$ cat config.mk
export PLATFORM = sky130hd
export DESIGN_NAME = resolver_frame_fault_tracker
export DESIGN_NICKNAME = d
export VERILOG_FILES = /design/src/rtl/rfft_pkg.sv /design/src/rtl/rfft_decode.sv /design/src/rtl/rfft_rate.sv /design/src/rtl/resolver_frame_fault_tracker.sv
export SDC_FILE = /design/constraint.sdc
export NUM_CORES = 2
export LEC_CHECK = 0
export BUFFER_PORTS_ARGS = -buffer_cell sky130_fd_sc_hd__buf_2
export CORE_AREA = 5 5 458 460
export DETAILED_ROUTE_END_ITERATION = 12
export DIE_AREA = 0 0 463 465
export HOLD_SLACK_MARGIN = 0.02
export RECOVER_POWER = 100
export REMOVE_ABC_BUFFERS = 1
export SLEW_MARGIN = 20
export SYNTH_ARGS = -nofsm -noshare
export SYNTH_HDL_FRONTEND = slang
export SYNTH_SLANG_ARGS = --single-unit
$ cat constraint.sdc
create_clock -name clk -period 10.4 [get_ports clk]
set_input_delay 0 -clock clk [delete_from_list [all_inputs] [get_ports clk]]
set_output_delay 0 -clock clk [all_outputs]
set_load 0.01 [all_outputs]
$ cat src/rtl/rfft_pkg.sv
// Shared constants and types for the resolver frame fault tracker.
package rfft_pkg;

	// Frame layout and field widths.
	localparam int FRAME_W   = 16;
	localparam int ANGLE_W   = 12;
	localparam int ANGLE_LSB = 4;
	localparam int COEFF_W   = 16;
	localparam int RATE_W    = 16;
	localparam int COUNT_W   = 32;

	// Fault kinds, in flag-bit order.
	localparam int FAULT_KINDS = 4;
	localparam int F_PARITY    = 0;
	localparam int F_TRACKING  = 1;
	localparam int F_DEGRADE   = 2;
	localparam int F_SIG_LOSS  = 3;

	// Marker bits inside the frame.
	localparam int BIT_POSITION = 3;
	localparam int BIT_DOS_N    = 2;
	localparam int BIT_LOT_N    = 1;

	// Reset value of the filter coefficient.
	localparam logic [COEFF_W-1:0] COEFF_RESET = 16'd7;

	// Output payload width, padded to whole bytes.
	localparam int OUT_FIELDS_W = ANGLE_W + 2 + FAULT_KINDS
		+ FAULT_KINDS * COUNT_W + FAULT_KINDS * RATE_W;
	localparam int OUT_DATA_W   = ((OUT_FIELDS_W + 7) / 8) * 8;

	// Decoded view of one frame.
	typedef struct packed {
		logic                   position;
		logic [FAULT_KINDS-1:0] hits;
	} frame_info_t;

endpackage

$ cat src/rtl/rfft_decode.sv
// Frame decoder: position marker, parity check and fault flags.
module rfft_decode
	import rfft_pkg::*;
(
	input  logic [FRAME_W-1:0] frame,
	output frame_info_t        info
);

	logic dos;
	logic lot;
	logic los;
	logic parity_err;

	// Both DOS and LOT low report loss of signal instead of tracking loss or degradation.
	always_comb begin
		dos        = ~frame[BIT_DOS_N];
		lot        = ~frame[BIT_LOT_N];
		los        = dos & lot;
		parity_err = ~(^frame);
		info.position = frame[BIT_POSITION];
		info.hits     = '0;
		if (frame[BIT_POSITION]) begin
			info.hits[F_PARITY]   = parity_err;
			info.hits[F_TRACKING] = lot & ~los;
			info.hits[F_DEGRADE]  = dos & ~los;
			info.hits[F_SIG_LOSS] = los;
		end
	end

endmodule

$ cat src/rtl/rfft_rate.sv
// One low-pass rate lane: moves the rate toward full scale or zero.
module rfft_rate
	import rfft_pkg::*;
(
	input  logic [RATE_W-1:0]  rate,
	input  logic               hit,
	input  logic [COEFF_W-1:0] coeff,
	output logic [RATE_W-1:0]  rate_next
);

	logic [RATE_W-1:0]          span;
	logic [RATE_W+COEFF_W-1:0]  prod;
	logic [RATE_W-1:0]          step_dn;
	logic [RATE_W-1:0]          step_up;

	// Distance to the target times the coefficient; floor toward the target
	// when rising, round the magnitude up when falling.
	always_comb begin
		span    = hit ? ~rate : rate;
		prod    = {{COEFF_W{1'b0}}, span} * {{RATE_W{1'b0}}, coeff};
		step_dn = prod[RATE_W+COEFF_W-1:COEFF_W];
		step_up = step_dn + {{(RATE_W-1){1'b0}}, |prod[COEFF_W-1:0]};
		if (hit) begin
			rate_next = rate + step_dn;
		end else begin
			rate_next = rate - step_up;
		end
	end

endmodule

$ cat src/rtl/resolver_frame_fault_tracker.sv
// Top level of the resolver frame fault tracker.
// Takes one 16-bit converter frame per clock cycle while the output is not
// stalled and returns one result per frame. A request is captured in an input
// register, then decoded and folded into the angle, counter and rate registers,
// which together form the result register, once that register is free or being
// taken. The sustained rate is one frame per cycle while m_tready stays high.
// The four rate lanes each use one 16x16 multiplier in the update stage. The
// user must write the filter coefficient through cfg_we/cfg_wdata only while
// no frame is in flight; the block itself does not enforce this.
module resolver_frame_fault_tracker
	import rfft_pkg::*;
(
	input  logic                  clk,
	input  logic                  arst_n,
	// Configuration: filter coefficient.
	input  logic                  cfg_we,
	input  logic [COEFF_W-1:0]    cfg_wdata,
	// Input stream. s_tdata: raw_frame[15:0].
	input  logic                  s_tvalid,
	output logic                  s_tready,
	input  logic [FRAME_W-1:0]    s_tdata,
	// Output stream. m_tdata from bit 0 up: angle_code[11:0], angle_updated,
	// is_position, fault_flags[3:0], parity_error_count, tracking_loss_count,
	// degradation_count, signal_loss_count (32 each), parity_error_rate,
	// tracking_loss_rate, degradation_rate, signal_loss_rate (16 each), zero pad.
	output logic                  m_tvalid,
	input  logic                  m_tready,
	output logic [OUT_DATA_W-1:0] m_tdata
);

	logic [COEFF_W-1:0]     coeff_q;
	logic                   valid_s1;
	logic [FRAME_W-1:0]     frame_s1;
	logic                   out_valid_q;
	logic                   advance;
	frame_info_t            info;
	logic [ANGLE_W-1:0]     angle_q;
	logic                   updated_q;
	logic                   position_q;
	logic [FAULT_KINDS-1:0] flags_q;
	logic [COUNT_W-1:0]     count_q [FAULT_KINDS];
	logic [RATE_W-1:0]      rate_q  [FAULT_KINDS];
	logic [RATE_W-1:0]      rate_next [FAULT_KINDS];

	// Coefficient register.
	always_ff @(posedge clk or negedge arst_n) begin
		if (!arst_n) begin
			coeff_q <= COEFF_RESET;
		end else if (cfg_we) begin
			coeff_q <= cfg_wdata;
		end
	end

	// The update stage moves when the result register is free or being taken.
	assign advance  = ~out_valid_q | m_tready;
	assign s_tready = ~valid_s1 | advance;

	// Input register.
	always_ff @(posedge clk or negedge arst_n) begin
		if (!arst_n) begin
			valid_s1 <= 1'b0;
		end else if (s_tready) begin
			valid_s1 <= s_tvalid;
		end
	end

	always_ff @(posedge clk) begin
		if (s_tready && s_tvalid) begin
			frame_s1 <= s_tdata;
		end
	end

	// Decode and rate lanes.
	rfft_decode u_decode (
		.frame (frame_s1),
		.info  (info)
	);

	for (genvar k = 0; k < FAULT_KINDS; k++) begin : g_rate
		rfft_rate u_rate (
			.rate      (rate_q[k]),
			.hit       (info.hits[k]),
			.coeff     (coeff_q),
			.rate_next (rate_next[k])
		);
	end

	// Result valid.
	always_ff @(posedge clk or negedge arst_n) begin
		if (!arst_n) begin
			out_valid_q <= 1'b0;
		end else if (advance) begin
			out_valid_q <= valid_s1;
		end
	end

	// Tracked state doubles as the result register: it only changes when the
	// held result is free or being taken.
	always_ff @(posedge clk or negedge arst_n) begin
		if (!arst_n) begin
			angle_q    <= '0;
			updated_q  <= 1'b0;
			position_q <= 1'b0;
			flags_q    <= '0;
			for (int i = 0; i < FAULT_KINDS; i++) begin
				count_q[i] <= '0;
				rate_q[i]  <= '0;
			end
		end else if (advance && valid_s1) begin
			position_q <= info.position;
			flags_q    <= info.hits;
			updated_q  <= info.position & ~(|info.hits);
			if (info.position && !(|info.hits)) begin
				angle_q <= frame_s1[ANGLE_LSB +: ANGLE_W];
			end
			if (info.position) begin
				for (int i = 0; i < FAULT_KINDS; i++) begin
					rate_q[i] <= rate_next[i];
					if (info.hits[i]) begin
						count_q[i] <= count_q[i] + 1'b1;
					end
				end
			end
		end
	end

	// Result packing, highest field first.
	assign m_tvalid = out_valid_q;
	assign m_tdata  = {
		{(OUT_DATA_W - OUT_FIELDS_W){1'b0}},
		rate_q[F_SIG_LOSS], rate_q[F_DEGRADE], rate_q[F_TRACKING], rate_q[F_PARITY],
		count_q[F_SIG_LOSS], count_q[F_DEGRADE], count_q[F_TRACKING], count_q[F_PARITY],
		flags_q, position_q, updated_q, angle_q
	};

`ifndef ASSERT_OFF
	// A stored angle means a fault-free position frame.
	a_update_clean: assert property (@(posedge clk) disable iff (!arst_n)
		m_tvalid && updated_q |-> position_q && flags_q == '0)
		else $error("angle stored on a faulty or non-position frame");

	// Faults are only reported for position frames.
	a_flags_position: assert property (@(posedge clk) disable iff (!arst_n)
		m_tvalid && flags_q != '0 |-> position_q)
		else $error("fault flagged on a non-position frame");

	// Loss of signal excludes tracking loss and degradation.
	a_los_exclusive: assert property (@(posedge clk) disable iff (!arst_n)
		flags_q[F_SIG_LOSS] |-> !flags_q[F_TRACKING] && !flags_q[F_DEGRADE])
		else $error("signal loss reported together with DOS or LOT");

	// The parity counter and rate hold while the result register is stalled.
	a_count_hold: assert property (@(posedge clk) disable iff (!arst_n)
		m_tvalid && !m_tready |=> $stable(count_q[F_PARITY]) && $stable(rate_q[F_PARITY]))
		else $error("tracked state changed during a stall");
`endif

endmodule

==> metrics.txt <==
Tcrit/Tclk final 97.59%; TritonCTS clock tree built; hold path startpoint s_tdata[5]; Die X 463 um; floorplan row count 167; run status finished with violations; H-tree Lvls 1; Critical Path Start Type flop; sequential area share after synthesis 12.12%; initial antenna violation count 6; global-route wire length before repair 235,800 um; Worst EP required 10,920 ps; placed instance area 57,350 um^2; clock root buffer clkbuf_16; met1 Use GR 15.89%; HPWL Detailed 119,300 um; Post-Route WL 147,100 um; Critical Path Sink Type flop; R2R Path Start frame_s1[2]; CP top delay family adder cells; pre-CTS setup slack -331.6 ps; Tmin final 10,150 ps; TritonCTS Buffers 31; DRT Pass-1 Iters 5; fmax 0.09853 GHz; Hold EP frame_s1[5]; Mapped Area 51,060 um^2; biggest cell delay along the critical path 580 ps; R2R Path End m_tdata[209]; R2R Setup Slk 250 ps; max_slew headroom -121.8%; critical path arrival 10,670 ps; Core Area 205,600 um^2; Post-route DRC 0; synth unique cells 92; Sum Neg Setup Slack 0 ps; Yosys Warn Count 0; GRT met2 Usage 24.67%; CP dominant cell by count fa_1; worst slew pin tran 3327 ps; Async S/R FF share, synth 93.44%; largest net degree at the start of global routing 73; Iter 0 DRT Violations 2,040; kind of critical path flop to flop; CP Max Fanout 16; RD Place Congestion 0.8870; Hold Crit Depth 2; final hold violations 0; nets@finish 7,633; Total GRT Usage 13.47%; violated checks max-capacitance violations, max-slew violations; remaining antenna violation count 0; Port Buffer Count 248; clk sink count 244; Final Slew Violations 90; top_reg_cell synth dfrtp_1; MaxCap Viol Count 2; Clk pin slew, worst setup/hold paths 60 ps; min-delay worst type input pin to flop; flops & latches, synth 244; share of post-route cells with drive strength above 1 9.423%; commonest non-fill, non-tap cell in the layout inv_1; Slowest-stage cell, CP fa_1; global route total overflow 0; Area Overhead vs Synth 16.52%; setup violators final 0; die height 465 um; Starting Density 24.83%; cell count after synthesis 5,781; DR vias 40.62k; EDFF count, synth 16; post-route cell area 59,490 um^2; met3 usage 1.442%; GR peak layer met2; Buf+Inv Stages, Crit Path 7; Clock Tree Buf Depth 3; number of cells on the worst reg-to-reg path 36; clk_lat worst skew 640 ps; Routed WL per cell 16.44 um; # IOs 255; most frequent cells in the layout 1,076 x inv_1, 800 x nand2_1, 781 x fa_1; number of global-route vias before repair 43.51k; DR vias/cell 4.541; final worst slack 250.7 ps; Core Util, Final 28.93%; RSZ-0062 raised after global routing true; die area 215,300 um^2; syn avg cell area 8.832 um^2; clk_skew 28.38 ps
[Yosys cell counts (10+ instances only)]
master,number,area [um^2]
a21oi_1,165,825.8
dfrtp_1,225,5630
inv_1,1085,4073
clkbuf_1,202,758.2
and3_1,47,294.0
nand3_1,88,440.4
nand2b_1,41,256.5
a211o_1,10,87.58
o21ai_0,123,615.6
nand2_1,802,3010
a211oi_1,31,232.7
o21a_1,29,217.7
edfxtp_1,16,480.5
a21o_1,73,548.0
buf_4,10,75.07
xnor2_1,287,2514
nor2_1,173,649.4
o31ai_1,13,97.59
nor3_1,57,285.3
nand4_1,26,162.7
o21ai_1,12,60.06
and2_1,426,2665
or3_1,22,137.6
ha_1,593,7420
o21bai_1,30,225.2
nor4_1,11,68.82
a31oi_1,21,131.4
o211ai_1,38,285.3
mux2_2,32,360.4
nor2b_1,16,100.1
fa_1,788,15780
buf_2,23,115.1
xor2_1,92,805.8
[registers in the layout (all words and copies together) (netlist names)]
| name | count |
|---|---|
| m_tdata | 192 |
| frame_s1 | 16 |
| m_tvalid | 1 |
| flags_q | 4 |
| updated_q | 1 |
| angle_q | 12 |
| position_q | 1 |
| valid_s1 | 1 |
| coeff_q | 16 |
[per-layer routing]
layer	share of wire (%)	wire, um
met1	40	58940
met2	50	74210
met3	4.2	6112
met4	5.3	7784
met5	0.016	24
[cells by family after synthesis]
group / share of synthesized area (%)
muxes: 0.8626
adders and majority gates: 45.43
xor gates and xnor gates: 6.666
DFF: 12.12
buffers and inverters: 9.871
and+or+nand+nor: 16.68
AOI/OAI and AO/OA: 8.361
other: 0.007345
[stage by stage]
step,std cells,hold slack [ps]
6_report,8946,67.67
5_1_grt,8946,58.22
4_1_cts,8923,22.65
3_5_place_dp,8811,-79.82
3_3_place_gp,8811,-87.78
2_1_floorplan,5548,-295.6
[how the worst max path moves through the flow]
stage,startpoint,endpoint,slack [ps],cells after the start
CTS,frame_s1[3],m_tdata[158],20,44
global route,frame_s1[3],m_tdata[177],-180,33
global placement,frame_s1[9],m_tdata[158],-290,44
finish,frame_s1[2],m_tdata[209],250,36
detailed placement,frame_s1[9],m_tdata[158],-330,38
floorplan,frame_s1[3],m_tdata[158],-300,37
[timing repair]
action,4_1_cts,5_1_grt
hold buffers,54,0
gates cloned,0,2
setup endpoints to repair,9,22
resized for setup,9,127
setup buffers,0,21
pin swaps,0,48
hold endpoints to repair,139,0
[layout make-up]
| type | instances | area [um^2] |
|---|---|---|
| clock buffer | 35 | 820.8 |
| clock inverter | 23 | 242.7 |
| multi-input combinational | 4220 | 40520 |
| timing repair buffer | 633 | 4257 |
| tap | 2704 | 3383 |
| inverter | 1085 | 4073 |
| sequential | 244 | 6195 |
| fill | 21730 | 146100 |
| antenna | 2 | 5.005 |
Power is not shown: default switching activity piles up to over one toggle a cycle in this logic, so the estimate is an artifact.
